## src/rtl/slpc_pkg.sv

```systemverilog
package slpc_pkg;

  // Field widths of the item channels
  localparam int unsigned CmdW      = 2;
  localparam int unsigned ModeW     = 3;
  localparam int unsigned ColorW    = 24;
  localparam int unsigned DurW      = 16;
  localparam int unsigned TimeW     = 32;
  localparam int unsigned CfgW      = 16;
  localparam int unsigned CfgIdxW   = 3;

  // Pulse phase quantization: 64 steps, one quotient bit per divider step
  localparam int unsigned PhaseBits = 6;
  localparam int unsigned DivSteps  = TimeW + PhaseBits;
  localparam int unsigned DivCntW   = $clog2(DivSteps + 1);

  // Colors, packed 0xRRGGBB
  localparam logic [ColorW-1:0] ColOff    = 24'h000000;
  localparam logic [ColorW-1:0] ColGreen  = 24'h00FF00;
  localparam logic [ColorW-1:0] ColRed    = 24'hFF0000;
  localparam logic [ColorW-1:0] ColYellow = 24'hFFFF00;
  localparam logic [ColorW-1:0] ColBlue   = 24'h0000FF;

  // Configuration register indexes
  localparam logic [CfgIdxW-1:0] CfgPulsePeriod = 3'd0;
  localparam logic [CfgIdxW-1:0] CfgIdleBlink   = 3'd1;
  localparam logic [CfgIdxW-1:0] CfgBlinkOn     = 3'd2;
  localparam logic [CfgIdxW-1:0] CfgLowBatt     = 3'd3;
  localparam logic [CfgIdxW-1:0] CfgCritToggle  = 3'd4;

  // Configuration reset values
  localparam logic [CfgW-1:0] RstPulsePeriod = 16'd2000;
  localparam logic [CfgW-1:0] RstIdleBlink   = 16'd3000;
  localparam logic [CfgW-1:0] RstBlinkOn     = 16'd100;
  localparam logic [CfgW-1:0] RstLowBatt     = 16'd1000;
  localparam logic [CfgW-1:0] RstCritToggle  = 16'd250;

  typedef enum logic [CmdW-1:0] {
    CMD_TICK     = 2'd0,
    CMD_SET_MODE = 2'd1,
    CMD_FLASH    = 2'd2
  } cmd_e;

  typedef enum logic [ModeW-1:0] {
    MODE_OFF      = 3'd0,
    MODE_PULSE    = 3'd1,
    MODE_IDLE     = 3'd2,
    MODE_TALK     = 3'd3,
    MODE_LOW_BATT = 3'd4,
    MODE_CRITICAL = 3'd5,
    MODE_BLUE     = 3'd6,
    MODE_RED      = 3'd7
  } mode_e;

  typedef enum logic [2:0] {
    ST_IDLE,
    ST_EXEC,
    ST_DIV,
    ST_LEVEL,
    ST_DONE
  } ctrl_state_e;

  typedef struct packed {
    logic [CmdW-1:0]   cmd;
    logic [ModeW-1:0]  new_mode;
    logic [ColorW-1:0] flash_color;
    logic [DurW-1:0]   flash_duration_ms;
  } in_item_t;

  typedef struct packed {
    logic [ColorW-1:0] pixel_color;
    logic              builtin_led_on;
    logic              flash_showing;
    logic [ModeW-1:0]  current_mode;
  } out_item_t;

  // Controller to datapath
  typedef struct packed {
    logic cap;
    logic exec;
    logic div_step;
    logic level_wr;
    logic out_load;
  } ctrl_cmd_t;

  // Datapath to controller
  typedef struct packed {
    logic need_div;
    logic div_last;
    logic out_free;
  } dp_sts_t;

  // Breathing brightness for phase step k: 32 plus or minus a sine approximation
  // q = 120*m/(1280-m), m = j*(32-j), j = k mod 32; floor on the rising half,
  // ceil on the falling half.
  function automatic logic [PhaseBits-1:0] pulse_level(input logic [PhaseBits-1:0] k);
    logic [4:0] j;
    logic [4:0] qf;
    logic       inexact;
    j = k[4:0];
    case (j)
      5'd0:  qf = 5'd0;
      5'd1:  qf = 5'd2;
      5'd2:  qf = 5'd5;
      5'd3:  qf = 5'd8;
      5'd4:  qf = 5'd11;
      5'd5:  qf = 5'd14;
      5'd6:  qf = 5'd16;
      5'd7:  qf = 5'd19;
      5'd8:  qf = 5'd21;
      5'd9:  qf = 5'd23;
      5'd10: qf = 5'd24;
      5'd11: qf = 5'd26;
      5'd12: qf = 5'd27;
      5'd13: qf = 5'd28;
      5'd14: qf = 5'd29;
      5'd15: qf = 5'd29;
      5'd16: qf = 5'd30;
      5'd17: qf = 5'd29;
      5'd18: qf = 5'd29;
      5'd19: qf = 5'd28;
      5'd20: qf = 5'd27;
      5'd21: qf = 5'd26;
      5'd22: qf = 5'd24;
      5'd23: qf = 5'd23;
      5'd24: qf = 5'd21;
      5'd25: qf = 5'd19;
      5'd26: qf = 5'd16;
      5'd27: qf = 5'd14;
      5'd28: qf = 5'd11;
      5'd29: qf = 5'd8;
      5'd30: qf = 5'd5;
      default: qf = 5'd2;
    endcase
    // only the zero and peak phases divide evenly
    inexact = (j != 5'd0) && (j != 5'd16);
    if (!k[PhaseBits-1]) begin
      pulse_level = 6'd32 + {1'b0, qf};
    end else begin
      pulse_level = 6'd32 - {1'b0, qf} - {5'd0, inexact};
    end
  endfunction

endpackage

```

## src/rtl/slpc_div.sv

```systemverilog
module slpc_div (
  input  logic                           clk_i,
  input  logic                           rst_ni,
  input  logic                           start_i,
  input  logic                           step_i,
  input  logic [slpc_pkg::TimeW-1:0]     dividend_i,
  input  logic [slpc_pkg::CfgW-1:0]      divisor_i,
  output logic [slpc_pkg::PhaseBits-1:0] phase_o,
  output logic                           last_o
);
  import slpc_pkg::*;

  logic [TimeW-1:0]     dvd_q, dvd_d;
  logic [CfgW-1:0]      rem_q, rem_d;
  logic [PhaseBits-1:0] quo_q, quo_d;
  logic [DivCntW-1:0]   cnt_q, cnt_d;
  logic [CfgW:0]        trial;
  logic                 fits;

  // One restoring step: 32 steps give the remainder mod period, then
  // the next steps shift in zeros and yield the phase quotient bits.
  always_comb begin
    trial = {rem_q, dvd_q[TimeW-1]};
    fits  = trial >= {1'b0, divisor_i};
    dvd_d = dvd_q;
    rem_d = rem_q;
    quo_d = quo_q;
    cnt_d = cnt_q;
    if (start_i) begin
      dvd_d = dividend_i;
      rem_d = '0;
      cnt_d = '0;
    end else if (step_i) begin
      dvd_d = {dvd_q[TimeW-2:0], 1'b0};
      rem_d = fits ? CfgW'(trial - {1'b0, divisor_i}) : trial[CfgW-1:0];
      quo_d = {quo_q[PhaseBits-2:0], fits};
      cnt_d = cnt_q + DivCntW'(1);
    end
  end

  // Hold the step count under reset
  always_ff @(posedge clk_i or negedge rst_ni) begin
    if (!rst_ni) begin
      cnt_q <= '0;
    end else begin
      cnt_q <= cnt_d;
    end
  end

  // Operand and partial result registers
  always_ff @(posedge clk_i) begin
    dvd_q <= dvd_d;
    rem_q <= rem_d;
    quo_q <= quo_d;
  end

  assign phase_o = quo_q;
  assign last_o  = cnt_q == DivCntW'(DivSteps - 1);

endmodule

```

## src/rtl/slpc_dp.sv

```systemverilog
module slpc_dp (
  input  logic                       clk_i,
  input  logic                       rst_ni,
  input  slpc_pkg::in_item_t         in_item_i,
  output slpc_pkg::out_item_t        out_item_o,
  output logic                       out_valid_o,
  input  logic                       out_stall_i,
  input  logic                       cfg_we_i,
  input  logic [slpc_pkg::CfgIdxW-1:0] cfg_index_i,
  input  logic [slpc_pkg::CfgW-1:0]  cfg_wdata_i,
  input  slpc_pkg::ctrl_cmd_t        cmd_i,
  output slpc_pkg::dp_sts_t          sts_o
);
  import slpc_pkg::*;

  // Configuration registers
  logic [CfgW-1:0] pulse_per_q, idle_int_q, blink_on_q, low_int_q, crit_q;

  // Pattern state
  logic [TimeW-1:0]  time_q, time_d;
  logic [TimeW-1:0]  start_q, start_d;
  logic [TimeW-1:0]  toggle_q, toggle_d;
  logic [TimeW-1:0]  flash_end_q, flash_end_d;
  mode_e             mode_q, mode_d;
  mode_e             prev_q, prev_d;
  logic              blink_q, blink_d;
  logic              flash_q, flash_d;
  logic              builtin_q, builtin_d;
  logic [ColorW-1:0] pixel_q, pixel_d;

  // Item and result registers
  in_item_t  item_q;
  out_item_t out_q;
  logic      out_valid_q, out_valid_d;

  // Tick helpers
  logic [TimeW-1:0]     time_inc, start_eff, since_toggle;
  logic                 flash_exp, run_pat;
  mode_e                mode_eff, mode_new;
  logic [CfgW-1:0]      hb_int, div_per;
  logic [ColorW-1:0]    hb_col;
  logic [PhaseBits-1:0] phase;
  logic                 div_last;

  assign mode_new     = mode_e'(item_q.new_mode);
  assign time_inc     = time_q + TimeW'(1);
  assign flash_exp    = time_inc >= flash_end_q;
  assign run_pat      = !flash_q || flash_exp;
  assign mode_eff     = flash_q ? prev_q : mode_q;
  assign start_eff    = flash_q ? time_inc : start_q;
  assign since_toggle = time_inc - toggle_q;
  assign hb_int       = (mode_eff == MODE_IDLE) ? idle_int_q : low_int_q;
  assign hb_col       = (mode_eff == MODE_IDLE) ? ColGreen : ColYellow;
  assign div_per      = (pulse_per_q == '0) ? CfgW'(1) : pulse_per_q;

  assign sts_o.need_div = (cmd_e'(item_q.cmd) == CMD_TICK) && run_pat &&
                          (mode_eff == MODE_PULSE);
  assign sts_o.div_last = div_last;
  assign sts_o.out_free = !out_valid_q || !out_stall_i;

  slpc_div u_div (
    .clk_i      (clk_i),
    .rst_ni     (rst_ni),
    .start_i    (cmd_i.exec && sts_o.need_div),
    .step_i     (cmd_i.div_step),
    .dividend_i (time_inc - start_eff),
    .divisor_i  (div_per),
    .phase_o    (phase),
    .last_o     (div_last)
  );

  // Apply the held item to the pattern state
  always_comb begin
    time_d      = time_q;
    start_d     = start_q;
    toggle_d    = toggle_q;
    flash_end_d = flash_end_q;
    mode_d      = mode_q;
    prev_d      = prev_q;
    blink_d     = blink_q;
    flash_d     = flash_q;
    builtin_d   = builtin_q;
    pixel_d     = pixel_q;
    if (cmd_i.exec) begin
      case (cmd_e'(item_q.cmd))
        CMD_TICK: begin
          time_d = time_inc;
          // end an expired flash and restore the saved mode
          if (flash_q && flash_exp) begin
            flash_d = 1'b0;
            mode_d  = prev_q;
            start_d = time_inc;
          end
          if (run_pat) begin
            case (mode_eff) inside
              MODE_OFF: pixel_d = ColOff;
              MODE_PULSE: ;
              MODE_IDLE, MODE_LOW_BATT: begin
                if (since_toggle >= {{(TimeW-CfgW){1'b0}}, hb_int}) begin
                  pixel_d  = hb_col;
                  toggle_d = time_inc;
                  blink_d  = 1'b1;
                end else if (blink_q &&
                             since_toggle >= {{(TimeW-CfgW){1'b0}}, blink_on_q}) begin
                  pixel_d = ColOff;
                  blink_d = 1'b0;
                end
              end
              MODE_TALK: begin
                pixel_d   = ColRed;
                builtin_d = 1'b1;
              end
              MODE_CRITICAL: begin
                if (since_toggle >= {{(TimeW-CfgW){1'b0}}, crit_q}) begin
                  blink_d  = !blink_q;
                  pixel_d  = blink_q ? ColOff : ColRed;
                  toggle_d = time_inc;
                end
              end
              MODE_BLUE: pixel_d = ColBlue;
              default:   pixel_d = ColRed;
            endcase
          end
        end
        CMD_SET_MODE: begin
          if (!(mode_new == mode_q && !flash_q)) begin
            prev_d   = mode_q;
            mode_d   = mode_new;
            start_d  = time_q;
            toggle_d = '0;
            blink_d  = 1'b0;
            if (mode_q == MODE_TALK && mode_new != MODE_TALK) begin
              builtin_d = 1'b0;
            end
          end
        end
        CMD_FLASH: begin
          prev_d      = mode_q;
          flash_d     = 1'b1;
          flash_end_d = time_q + {{(TimeW-DurW){1'b0}}, item_q.flash_duration_ms};
          pixel_d     = item_q.flash_color;
        end
        default: ;
      endcase
    end
    // write the breathing level once the phase is known
    if (cmd_i.level_wr) begin
      pixel_d = {{(ColorW-PhaseBits){1'b0}}, pulse_level(phase)};
    end
  end

  // Mark the result register full on load, empty when taken
  always_comb begin
    out_valid_d = out_valid_q;
    if (cmd_i.out_load) begin
      out_valid_d = 1'b1;
    end else if (out_valid_q && !out_stall_i) begin
      out_valid_d = 1'b0;
    end
  end

  // State, configuration and control registers
  always_ff @(posedge clk_i or negedge rst_ni) begin
    if (!rst_ni) begin
      pulse_per_q <= RstPulsePeriod;
      idle_int_q  <= RstIdleBlink;
      blink_on_q  <= RstBlinkOn;
      low_int_q   <= RstLowBatt;
      crit_q      <= RstCritToggle;
      time_q      <= '0;
      start_q     <= '0;
      toggle_q    <= '0;
      flash_end_q <= '0;
      mode_q      <= MODE_OFF;
      prev_q      <= MODE_OFF;
      blink_q     <= 1'b0;
      flash_q     <= 1'b0;
      builtin_q   <= 1'b0;
      pixel_q     <= ColOff;
      out_valid_q <= 1'b0;
    end else begin
      if (cfg_we_i) begin
        unique case (cfg_index_i)
          CfgPulsePeriod: pulse_per_q <= cfg_wdata_i;
          CfgIdleBlink:   idle_int_q  <= cfg_wdata_i;
          CfgBlinkOn:     blink_on_q  <= cfg_wdata_i;
          CfgLowBatt:     low_int_q   <= cfg_wdata_i;
          CfgCritToggle:  crit_q      <= cfg_wdata_i;
          default: ;
        endcase
      end
      time_q      <= time_d;
      start_q     <= start_d;
      toggle_q    <= toggle_d;
      flash_end_q <= flash_end_d;
      mode_q      <= mode_d;
      prev_q      <= prev_d;
      blink_q     <= blink_d;
      flash_q     <= flash_d;
      builtin_q   <= builtin_d;
      pixel_q     <= pixel_d;
      out_valid_q <= out_valid_d;
    end
  end

  // Payload registers
  always_ff @(posedge clk_i) begin
    if (cmd_i.cap) begin
      item_q <= in_item_i;
    end
    if (cmd_i.out_load) begin
      out_q.pixel_color    <= pixel_q;
      out_q.builtin_led_on <= builtin_q;
      out_q.flash_showing  <= flash_q;
      out_q.current_mode   <= mode_q;
    end
  end

  assign out_item_o  = out_q;
  assign out_valid_o = out_valid_q;

endmodule

```

## src/rtl/slpc_ctrl.sv

```systemverilog
module slpc_ctrl (
  input  logic                 clk_i,
  input  logic                 rst_ni,
  input  logic                 in_valid_i,
  output logic                 in_stall_o,
  input  slpc_pkg::dp_sts_t    sts_i,
  output slpc_pkg::ctrl_cmd_t  cmd_o
);
  import slpc_pkg::*;

  ctrl_state_e state_q, state_d;

  // Next state
  always_comb begin
    state_d = state_q;
    unique case (state_q)
      ST_IDLE:  if (in_valid_i) state_d = ST_EXEC;
      ST_EXEC:  state_d = sts_i.need_div ? ST_DIV : ST_DONE;
      ST_DIV:   if (sts_i.div_last) state_d = ST_LEVEL;
      ST_LEVEL: state_d = ST_DONE;
      ST_DONE:  if (sts_i.out_free) state_d = ST_IDLE;
      default:  state_d = ST_IDLE;
    endcase
  end

  // Outputs
  always_comb begin
    cmd_o      = '0;
    in_stall_o = 1'b1;
    unique case (state_q)
      ST_IDLE: begin
        in_stall_o = 1'b0;
        cmd_o.cap  = in_valid_i;
      end
      ST_EXEC:  cmd_o.exec     = 1'b1;
      ST_DIV:   cmd_o.div_step = 1'b1;
      ST_LEVEL: cmd_o.level_wr = 1'b1;
      ST_DONE:  cmd_o.out_load = sts_i.out_free;
      default: ;
    endcase
  end

  always_ff @(posedge clk_i or negedge rst_ni) begin
    if (!rst_ni) begin
      state_q <= ST_IDLE;
    end else begin
      state_q <= state_d;
    end
  end

endmodule

```

## src/rtl/status_led_pattern_controller_unit.sv

```systemverilog
// Sequence: an accepted item is executed and its result loaded into the result
// register; a tick in pulse mode first runs the 38-step restoring divider and
// writes the breathing level. A new item is taken only after the last result is
// loaded, which waits while the result register is full and the output stalled.
// Reset (rst_ni low, asynchronous): clock, modes, timers and LED state clear,
// configuration registers return to their defaults, no result is pending.
module status_led_pattern_controller_unit (
  input  logic                         clk_i,
  input  logic                         rst_ni,
  input  logic                         in_valid_i,
  output logic                         in_stall_o,
  input  slpc_pkg::in_item_t           in_item_i,
  output logic                         out_valid_o,
  input  logic                         out_stall_i,
  output slpc_pkg::out_item_t          out_item_o,
  input  logic                         cfg_we_i,
  input  logic [slpc_pkg::CfgIdxW-1:0] cfg_index_i,
  input  logic [slpc_pkg::CfgW-1:0]    cfg_wdata_i
);
  import slpc_pkg::*;

  ctrl_cmd_t ctrl_cmd;
  dp_sts_t   dp_sts;

  slpc_ctrl u_ctrl (
    .clk_i      (clk_i),
    .rst_ni     (rst_ni),
    .in_valid_i (in_valid_i),
    .in_stall_o (in_stall_o),
    .sts_i      (dp_sts),
    .cmd_o      (ctrl_cmd)
  );

  slpc_dp u_dp (
    .clk_i       (clk_i),
    .rst_ni      (rst_ni),
    .in_item_i   (in_item_i),
    .out_item_o  (out_item_o),
    .out_valid_o (out_valid_o),
    .out_stall_i (out_stall_i),
    .cfg_we_i    (cfg_we_i),
    .cfg_index_i (cfg_index_i),
    .cfg_wdata_i (cfg_wdata_i),
    .cmd_i       (ctrl_cmd),
    .sts_o       (dp_sts)
  );

endmodule
```

## config.mk

```make
export PLATFORM = sky130hd
export DESIGN_NAME = status_led_pattern_controller_unit
export DESIGN_NICKNAME = d
export VERILOG_FILES = /design/src/rtl/slpc_pkg.sv /design/src/rtl/slpc_div.sv /design/src/rtl/slpc_dp.sv /design/src/rtl/slpc_ctrl.sv /design/src/rtl/status_led_pattern_controller_unit.sv
export SDC_FILE = /design/constraint.sdc
export NUM_CORES = 1
export LEC_CHECK = 0
export ABC_AREA = 1
export ABC_CLOCK_PERIOD_IN_PS = 6000
export BUFFER_PORTS_ARGS = -buffer_cell sky130_fd_sc_hd__buf_2
export CAP_MARGIN = 30
export CORE_MARGIN = 5
export CORE_UTILIZATION = 40
export DETAILED_ROUTE_END_ITERATION = 10
export GPL_ROUTABILITY_DRIVEN = 0
export PLACE_DENSITY = 0.57
export SYNTH_ARGS = -nofsm -noshare
export SYNTH_HDL_FRONTEND = slang
export SYNTH_SLANG_ARGS = --single-unit
```

## constraint.sdc

```tcl
create_clock -name clk_i -period 6 [get_ports clk_i]
set_input_delay 1.8 -clock clk_i [delete_from_list [all_inputs] [get_ports clk_i]]
set_output_delay 1.8 -clock clk_i [all_outputs]
set_load 0.05 [all_outputs]
```

==> results of run 1 <==
==> logic make-up after synthesis <==
logic type | after synthesis
DFF | 384
and+or+nand+nor | 1369
AOI/OAI and AO/OA | 571
buffers and inverters | 609
adders and majority gates | 196
xor gates and xnor gates | 105
muxes | 16
==> synthesized netlist by cell type (3+ instances only) <==
cell type and instances:
nand2_1 869, inv_1 513, o21ai_0 294, dfrtp_1 223, nor2_1 213, ha_1 192, a21oi_1 159, edfxtp_1 112
nand3_1 112, xor2_1 73, clkbuf_1 72, nand4_1 59, a31oi_1 47, nor3_1 38, xnor2_1 32, dfstp_2 28
dfxtp_1 21, nand2_2 17, mux2i_1 15, o211ai_1 13, nor4_1 12, or2_2 12, and2_1 9, a211oi_1 8
o21bai_1 8, buf_1 7, buf_2 6, nand3b_1 6, nor2_2 6, a21boi_0 4, a21o_1 4, fa_1 4
inv_2 4, o21a_1 4, o21ai_1 4, a22oi_1 3, and3_1 3, buf_4 3, nand2_4 3, nand3_2 3
o221ai_1 3, o31ai_1 3
==> registers in the layout, summed over array words and instances, names as in the netlist, 16 cells and up, named ones only <==
signal	cells
u_dp.time_q	32
u_dp.u_div.dvd_q	32
u_dp.u_div.rem_q	16
u_dp.out_item_o	29
u_dp.start_q	32
u_dp.idle_int_q	16
u_dp.pulse_per_q	16
u_dp.low_int_q	16
u_dp.pixel_q	24
u_dp.flash_end_q	32
u_dp.crit_q	16
u_dp.toggle_q	32
u_dp.item_q	42
u_dp.blink_on_q	16
==> metal layers <==
layer,up-vias,track usage,part of all wire
met4,0,0.0418,0.017
met3,70,0.0299,0.058
met2,485,0.327,0.45
met1,9637,0.293,0.48
met5,-,0,0
li1,10800,-,-
==> layout by cell type, fill, tap and decap left out, types with 8 or more instances in the layout <==
cell / count
a211oi_1: 8
a21oi_1: 158
a31oi_1: 47
and2_1: 9
buf_2: 98
buf_4: 34
clkbuf_16: 51
clkinv_2: 8
dfrtp_1: 222
dfstp_2: 28
dfxtp_1: 21
edfxtp_1: 112
ha_1: 192
inv_1: 512
mux2i_1: 15
nand2_1: 869
nand2_2: 17
nand3_1: 112
nand4_1: 59
nor2_1: 207
nor2_2: 10
nor3_1: 38
nor4_1: 12
o211ai_1: 13
o21ai_0: 294
o21bai_1: 8
or2_2: 12
xnor2_1: 32
xor2_1: 73
==> where the power goes <==
group	internal [W]	switching, W	leakage, nW	total [W]
clock network	0.00182	0.00117	0.796	0.00299
registers	0.00330	0.000295	4.39	0.00359
logic	0.00209	0.00382	9.07	0.00591
total	0.00722	0.00528	14.3	0.0125
==> area by class of cell <==
class | instances | area, um^2
inverters | 519 | 1950
fillers | 6236 | 33500
clock inverters | 23 | 263
diodes | 1 | 2.50
flip-flops and latches | 384 | 10100
repair buffers | 139 | 871
multi-input cells | 2258 | 12500
well taps | 837 | 1050
clock buffers | 63 | 1370
==> critical path, delay by kind of cell, from the launching register on <==
kind            cells  cell delay, ns
buf+inv            11            1.44
xor+xnor            1            0.18
flops               1            0.35
simple gates       15            2.86
compound gates      1            0.19
fa+ha+maj           1            0.32
==> final timing paths <==
path / end / slack (ns) / cells past startpoint
hold / removal: u_dp.out_item_o[7] / 0.45 / 0
hold reg to reg: u_dp.out_item_o[7] / 0.45 / 0
min in group asynchronous: u_dp.flash_end_q[2] / 1.30 / 1
max in group asynchronous: u_dp.flash_q / 3.68 / 2
setup reg to reg: u_dp.u_div.rem_q[1] / 0.56 / 29
setup / recovery: u_dp.u_div.rem_q[1] / 0.56 / 29
==> metrics by stage <==
step	hold slack [ns]	util	power [W]	setup slack [ns]	cell area, um^2
final	0.448	0.456	0.0125	0.564	28100
after global routing	0.461	0.456	0.0137	0.0780	28100
after CTS	0.449	0.455	0.0126	0.345	28000
after detailed placement	0.434	0.429	0.00956	0.360	26400
after global placement	0.437	0.428	0.00948	0.556	26400
after floorplan	0.425	-	0.00789	0.965	24800
==> repair_timing <==
action,in CTS,in global routing
resized for setup,0,3
endpoints found under the setup margin,0,25
hold buffers,0,0
==> impl_metrics.sql, run 1 <==
INSERT INTO impl_metrics (metric_group, metric, value, unit) VALUES
('clocking', 'clk_path_buf_depth', '3', ''),
('outcome', 'outcome', 'finished, final reports clean', ''),
('setup_path', 'critical_path_class', 'register to register', ''),
('timing', 'fin_worst_skew', '0.0224', 'ns'),
('detailed_routing', 'via_count', '21000', ''),
('power', 'power_density', '445', 'nW/um^2'),
('power', 'total_leakage_power', '14.3', 'nW'),
('synth', 'yosys.area_share.simple', '0.231', ''),
('setup_path', 'critPathArrivalTime', '5.91', 'ns'),
('global_route', 'grt_antenna_before_repair', '0', ''),
('synth', 'ys_flop_type', 'dfrtp_1', ''),
('synth', 'yosysTopAreaCellShare', '0.225', ''),
('synth', 'synth_top_family_by_area', 'simple AND/OR/NAND/NOR gates', ''),
('place', 'dpl.cell_count', '4136', ''),
('synth', 'synth_seq_cells', '384', ''),
('timing', 'timing.final.crit_share', '0.906', ''),
('synth', 'seq_area_frac_synth', '0.407', ''),
('detailed_routing', 'route.detailed.wl_per_inst', '16.4', 'um'),
('floorplanning', 'fp.dieArea', '67200', 'um^2'),
('floorplanning', 'io_pins', '100', ''),
('floorplanning', 'floorplan.rows', '91', ''),
('synth', 'synthDominantAreaCellType', 'dfrtp_1', ''),
('global_route', 'grt_pass1_vias', '20200', ''),
('clocking', 'h-tree-depth', '2', ''),
('timing', 'maxClockFrequency', '184', 'MHz'),
('clocking', 'cts-root-buf', 'clkbuf_16', ''),
('floorplanning', 'die_w', '259', 'um'),
('clocking', 'cts.reportedPaths.clkPinSlew', '0.06', 'ns'),
('setup_path', 'worstReg2RegStart', 'u_dp.time_q[0]', ''),
('clocking', 'clock-sinks', '384', ''),
('place', 'port_buffers', '99', ''),
('detailed_routing', 'drc_errors', '0', ''),
('synth', 'syn-mean-instance-area', '7.64', 'um^2'),
('run', 'cap_viol_max_count', '0', ''),
('place', 'hpwl', '52200', 'um'),
('synth', 'synth.mux.area_fraction', '0.00650', ''),
('synth', 'post_synth_num_cell_types', '64', ''),
('timing', 'layout_min_cycle_time', '5.44', 'ns'),
('synth', 'synth_area_leaders', 'dfrtp_1 22%, edfxtp_1 14%, nand2_1 13%', ''),
('final_layout', 'final-instance-count-excl-fill', '4224', ''),
('global_route', 'pin_count_of_the_biggest_net_entering_global_routing', '114', ''),
('detailed_routing', 'first_pass_iteration_count_of_the_detailed_router', '5', ''),
('worst_hold_path', 'min_from', 'u_dp.pixel_q[2]', ''),
('timing', 'finalHoldViolations', '0', ''),
('global_route', 'track_usage', '0.203', ''),
('timing', 'timing.setup.tns', '0', 'ns'),
('timing', 'tightest_slew', '1.04', 'ns'),
('synth', 'synth-adder-area-share', '0.0999', ''),
('synth', 'netlist_area', '24800', 'um^2'),
('detailed_routing', 'via_density_per_instance', '4.97', ''),
('final_layout', 'num-nets-final', '3614', ''),
('timing', 'final-max-slew-violation-count', '0', ''),
('clocking', 'worst_skew_pair.late_latency', '0.58', 'ns'),
('synth', 'post_synth_xor_area_fraction', '0.0370', ''),
('detailed_routing', 'route.antenna.remaining_nets', '0', ''),
('final_layout', 'ratio_of_cells_with_drive_above_1_in_the_final_layout', '0.0910', ''),
('setup_path', 'crit_path_top_delay_cell', 'dfrtp_1', ''),
('synth', 'synthCells', '3250', ''),
('floorplanning', 'floorplan.core_area', '61600', 'um^2'),
('synth', 'synth-compound-area-share', '0.126', ''),
('clocking', 'tritoncts.num_buffers', '47', ''),
('timing', 'rsz0062_at_grt', 'false', ''),
('setup_path', 'worst-path-max-fanout', '9', ''),
('synth', 'synth_edf_count', '112', ''),
('global_route', 'grt_pass1_wl', '110000', 'um'),
('synth', 'async_reset_ff_frac', '0.654', ''),
('clocking', 'tritoncts', 'yes', ''),
('synth', 'ys.warnings.count', '0', ''),
('setup_path', 'critPathLaunchType', 'register', ''),
('final_layout', 'area_growth_syn_to_layout', '13.0', '%'),
('timing', 'timing.final.setup_violations', '0', '');
No activity file was read; power rests on OpenSTA's default activity.
==> run 2: changes to the inputs <==
CELL_PAD_IN_SITES_DETAIL_PLACEMENT = 0   (was unset)
CELL_PAD_IN_SITES_GLOBAL_PLACEMENT = 1   (was unset)
PLACE_DENSITY = 0.72   (was 0.57)
==> impl_metrics.sql, run 2 (same netlist as run 1, synthesis figures left out) <==
INSERT INTO impl_metrics (metric_group, metric, value, unit) VALUES
('outcome', 'outcome', 'finished, final reports clean', ''),
('clocking', 'tritoncts.num_buffers', '47', ''),
('place', 'dpl.cell_count', '4139', ''),
('setup_path', 'critPathMaxStageDelay', '0.47', 'ns'),
('detailed_routing', 'first_pass_iteration_count_of_the_detailed_router', '5', ''),
('detailed_routing', 'drc_errors', '0', ''),
('floorplanning', 'effective_utilization_at_floorplan', '0.403', ''),
('setup_path', 'setup.worst_path.end', 'u_dp.toggle_q[26]', ''),
('run', 'cap_viol_max_count', '0', ''),
('power', 'total_leakage_power', '14.3', 'nW'),
('clocking', 'number_of_buffers_added_to_fix_hold_violations_after_cts', '0', ''),
('detailed_routing', 'drt_iter0_drc', '1563', ''),
('final_layout', 'largest-register', 'u_dp.item_q', ''),
('floorplanning', 'die_w', '259', 'um'),
('power', 'clkPwrFrac', '0.229', ''),
('setup_path', 'critical_path_class', 'register to register', ''),
('global_route', 'grt_antenna_before_repair', '0', ''),
('setup_path', 'worst-path-buf-inv', '4', ''),
('place', 'port_buffers', '99', ''),
('setup_path', 'worst_setup_startpoint', 'u_dp.time_q[2]', ''),
('setup_path', 'crit_path_top_delay_cell', 'dfrtp_1', ''),
('clocking', 'clock-sinks', '384', ''),
('floorplanning', 'io_pins', '100', ''),
('power', 'total_power', '0.0128', 'W'),
('timing', 'timing.setup.tns', '0', 'ns'),
('floorplanning', 'floorplan.rows', '91', ''),
('setup_path', 'worst-path-max-fanout', '32', ''),
('setup_path', 'timing.critical_path.mode_cell', 'nand2_1', ''),
('setup_path', 'critPathArrivalTime', '5.91', 'ns'),
('final_layout', 'num-nets-final', '3619', ''),
('global_route', 'grt_pass1_wl', '113000', 'um'),
('detailed_routing', 'route.detailed.wl_per_inst', '16.7', 'um'),
('power', 'combPwrFrac', '0.491', ''),
('clocking', 'cts-root-buf', 'clkbuf_16', ''),
('power', 'power_density', '455', 'nW/um^2'),
('global_route', 'grt_overflow_total', '0', ''),
('setup_path', 'depth_of_the_critical_timing_path_with_buffers_and_inverters_included', '28', ''),
('final_layout', 'design_area', '28200', 'um^2'),
('floorplanning', 'floorplan.core_area', '61600', 'um^2'),
('timing', 'finalHoldViolations', '0', ''),
('worst_hold_path', 'min_from', 'u_dp.pixel_q[6]', ''),
('detailed_routing', 'via_density_per_instance', '5.01', ''),
('detailed_routing', 'via_count', '21200', ''),
('final_layout', 'finalCoreUtilization', '0.458', ''),
('final_layout', 'area_growth_syn_to_layout', '13.5', '%'),
('global_route', 'pin_count_of_the_biggest_net_entering_global_routing', '90', ''),
('timing', 'rsz0062_at_grt', 'false', ''),
('clocking', 'clk_path_buf_depth', '3', ''),
('timing', 'relSlewSlack', '0.358', ''),
('timing', 'fin_worst_skew', '0.0231', 'ns'),
('final_layout', 'final-instance-count-excl-fill', '4229', ''),
('setup_path', 'capturing_point_of_the_worst_reg2reg_path', 'u_dp.toggle_q[26]', ''),
('power', 'sw_frac_of_total', '0.435', ''),
('detailed_routing', 'met3_wire_length', '2960', 'um'),
('setup_path', 'worst_ep_required_time', '6.45', 'ns'),
('detailed_routing', 'highest_layer', 'met4', ''),
('power', 'total_switching_power', '0.00558', 'W'),
('place', 'hpwl', '53800', 'um'),
('power', 'internal_power', '0.00725', 'W'),
('detailed_routing', 'route.antenna.remaining_nets', '0', ''),
('final_layout', 'largest_register_ff_count', '42', ''),
('setup_path', 'r2r_slack', '0.54', 'ns'),
('floorplanning', 'fp.dieH', '259', 'um'),
('global_route', 'track_usage', '0.208', ''),
('clocking', 'tritoncts', 'yes', ''),
('setup_path', 'critPathLaunchType', 'register', ''),
('timing', 'tightest_slew', '0.960', 'ns'),
('power', 'power.ir.vdd_worst', '248', 'uV'),
('place', 'dpl_cell_area', '26500', 'um^2'),
('detailed_routing', 'wl_met1', '33100', 'um'),
('power', 'power.sequential.fraction', '0.280', ''),
('global_route', 'grt_pass1_vias', '21100', ''),
('timing', 'timing.final.crit_share', '0.910', ''),
('final_layout', 'ratio_of_cells_with_drive_above_1_in_the_final_layout', '0.0923', ''),
('detailed_routing', 'wl_met2', '32600', 'um'),
('setup_path', 'cpLargestDelayFamily', 'simple AND/OR/NAND/NOR gates', ''),
('worst_hold_path', 'hold_path.class', 'register to register', ''),
('timing', 'final-max-slew-violation-count', '0', ''),
('final_layout', 'antenna_cells', '0', ''),
('final_layout', 'filler_cell_count', '6174', ''),
('floorplanning', 'fp.dieArea', '67200', 'um^2'),
('clocking', 'cts.reportedPaths.clkPinSlew', '0.06', 'ns'),
('final_layout', 'most-common-layout-cells', '869 x nand2_1, 512 x inv_1, 294 x o21ai_0', ''),
('detailed_routing', 'postRouteWirelength', '70500', 'um'),
('setup_path', 'critPathCaptureType', 'register', ''),
('clocking', 'worst_skew_pair.late_latency', '0.59', 'ns'),
('setup_path', 'worstReg2RegStart', 'u_dp.time_q[2]', ''),
('timing', 'maxClockFrequency', '183', 'MHz'),
('timing', 'layout_min_cycle_time', '5.46', 'ns'),
('clocking', 'h-tree-depth', '2', ''),
('setup_path', 'reg2regPathDepth', '28', ''),
('timing', 'timing.final.setup_violations', '0', ''),
('final_layout', 'final_common_cell', 'nand2_1', '');
## run 2: changes by cell type in the layout (fill, tap and decap cells not counted), sizes merged
cell	delta
clkinv	-3
inv	-3
nand2	+1
bufinv	-2
buf	+5
clkbuf	+12
a21oi	-1
clkinvlp	-3
diode	-1
## run 2: metrics by stage
step	worst slack, ns	hold slack [ns]
finish	0.543	0.447
global route	0.00770	0.456
CTS	0.125	0.449
detailed placement	0.147	0.436
global placement	0.258	0.439
floorplan	0.965	0.425
## run 2: per-layer routing
metal,vias to the layer above,track usage
li1,10800,-
met1,9840,0.288
met2,478,0.347
met3,109,0.0241
met4,0,0.0589
met5,-,0
## run 2: how the worst min path moves through the flow
| stage | endpoint | cells past startpoint | slack, ns |
|---|---|---|---|
| floorplan | u_dp.out_item_o[10] | 0 | 0.43 |
| detailed placement | u_dp.out_item_o[11] | 0 | 0.44 |
| CTS | u_dp.out_item_o[17] | 0 | 0.45 |
| global placement | u_dp.out_item_o[10] | 0 | 0.44 |
| global route | u_dp.out_item_o[8] | 0 | 0.46 |
| finish | u_dp.out_item_o[11] | 0 | 0.45 |
## run 2: final cells by class
class,count,area (um^2),area share
clock buffers,75,1460,0.0519
clock inverters,12,163,0.00577
inverters,519,1950,0.0691
multi-input cells,2258,12500,0.444
flip-flops and latches,384,10100,0.358
well taps,837,1050,0.0372
repair buffers,144,941,0.0334
## run 2: what timing repair did
action	CTS	global route
gates resized for setup	0	9
endpoints found under the setup margin	0	107
buffers inserted	0	1
## run 2: power groups by stage
| stage | Clock, W | Combinational, W | Sequential, W |
|---|---|---|---|
| global placement | 0 | 0.00615 | 0.00362 |
| finish | 0.00294 | 0.00630 | 0.00359 |
| global route | 0.00314 | 0.00715 | 0.00366 |
| detailed placement | 0 | 0.00625 | 0.00364 |
| floorplan | 0 | 0.00414 | 0.00375 |
| CTS | 0.00303 | 0.00627 | 0.00359 |
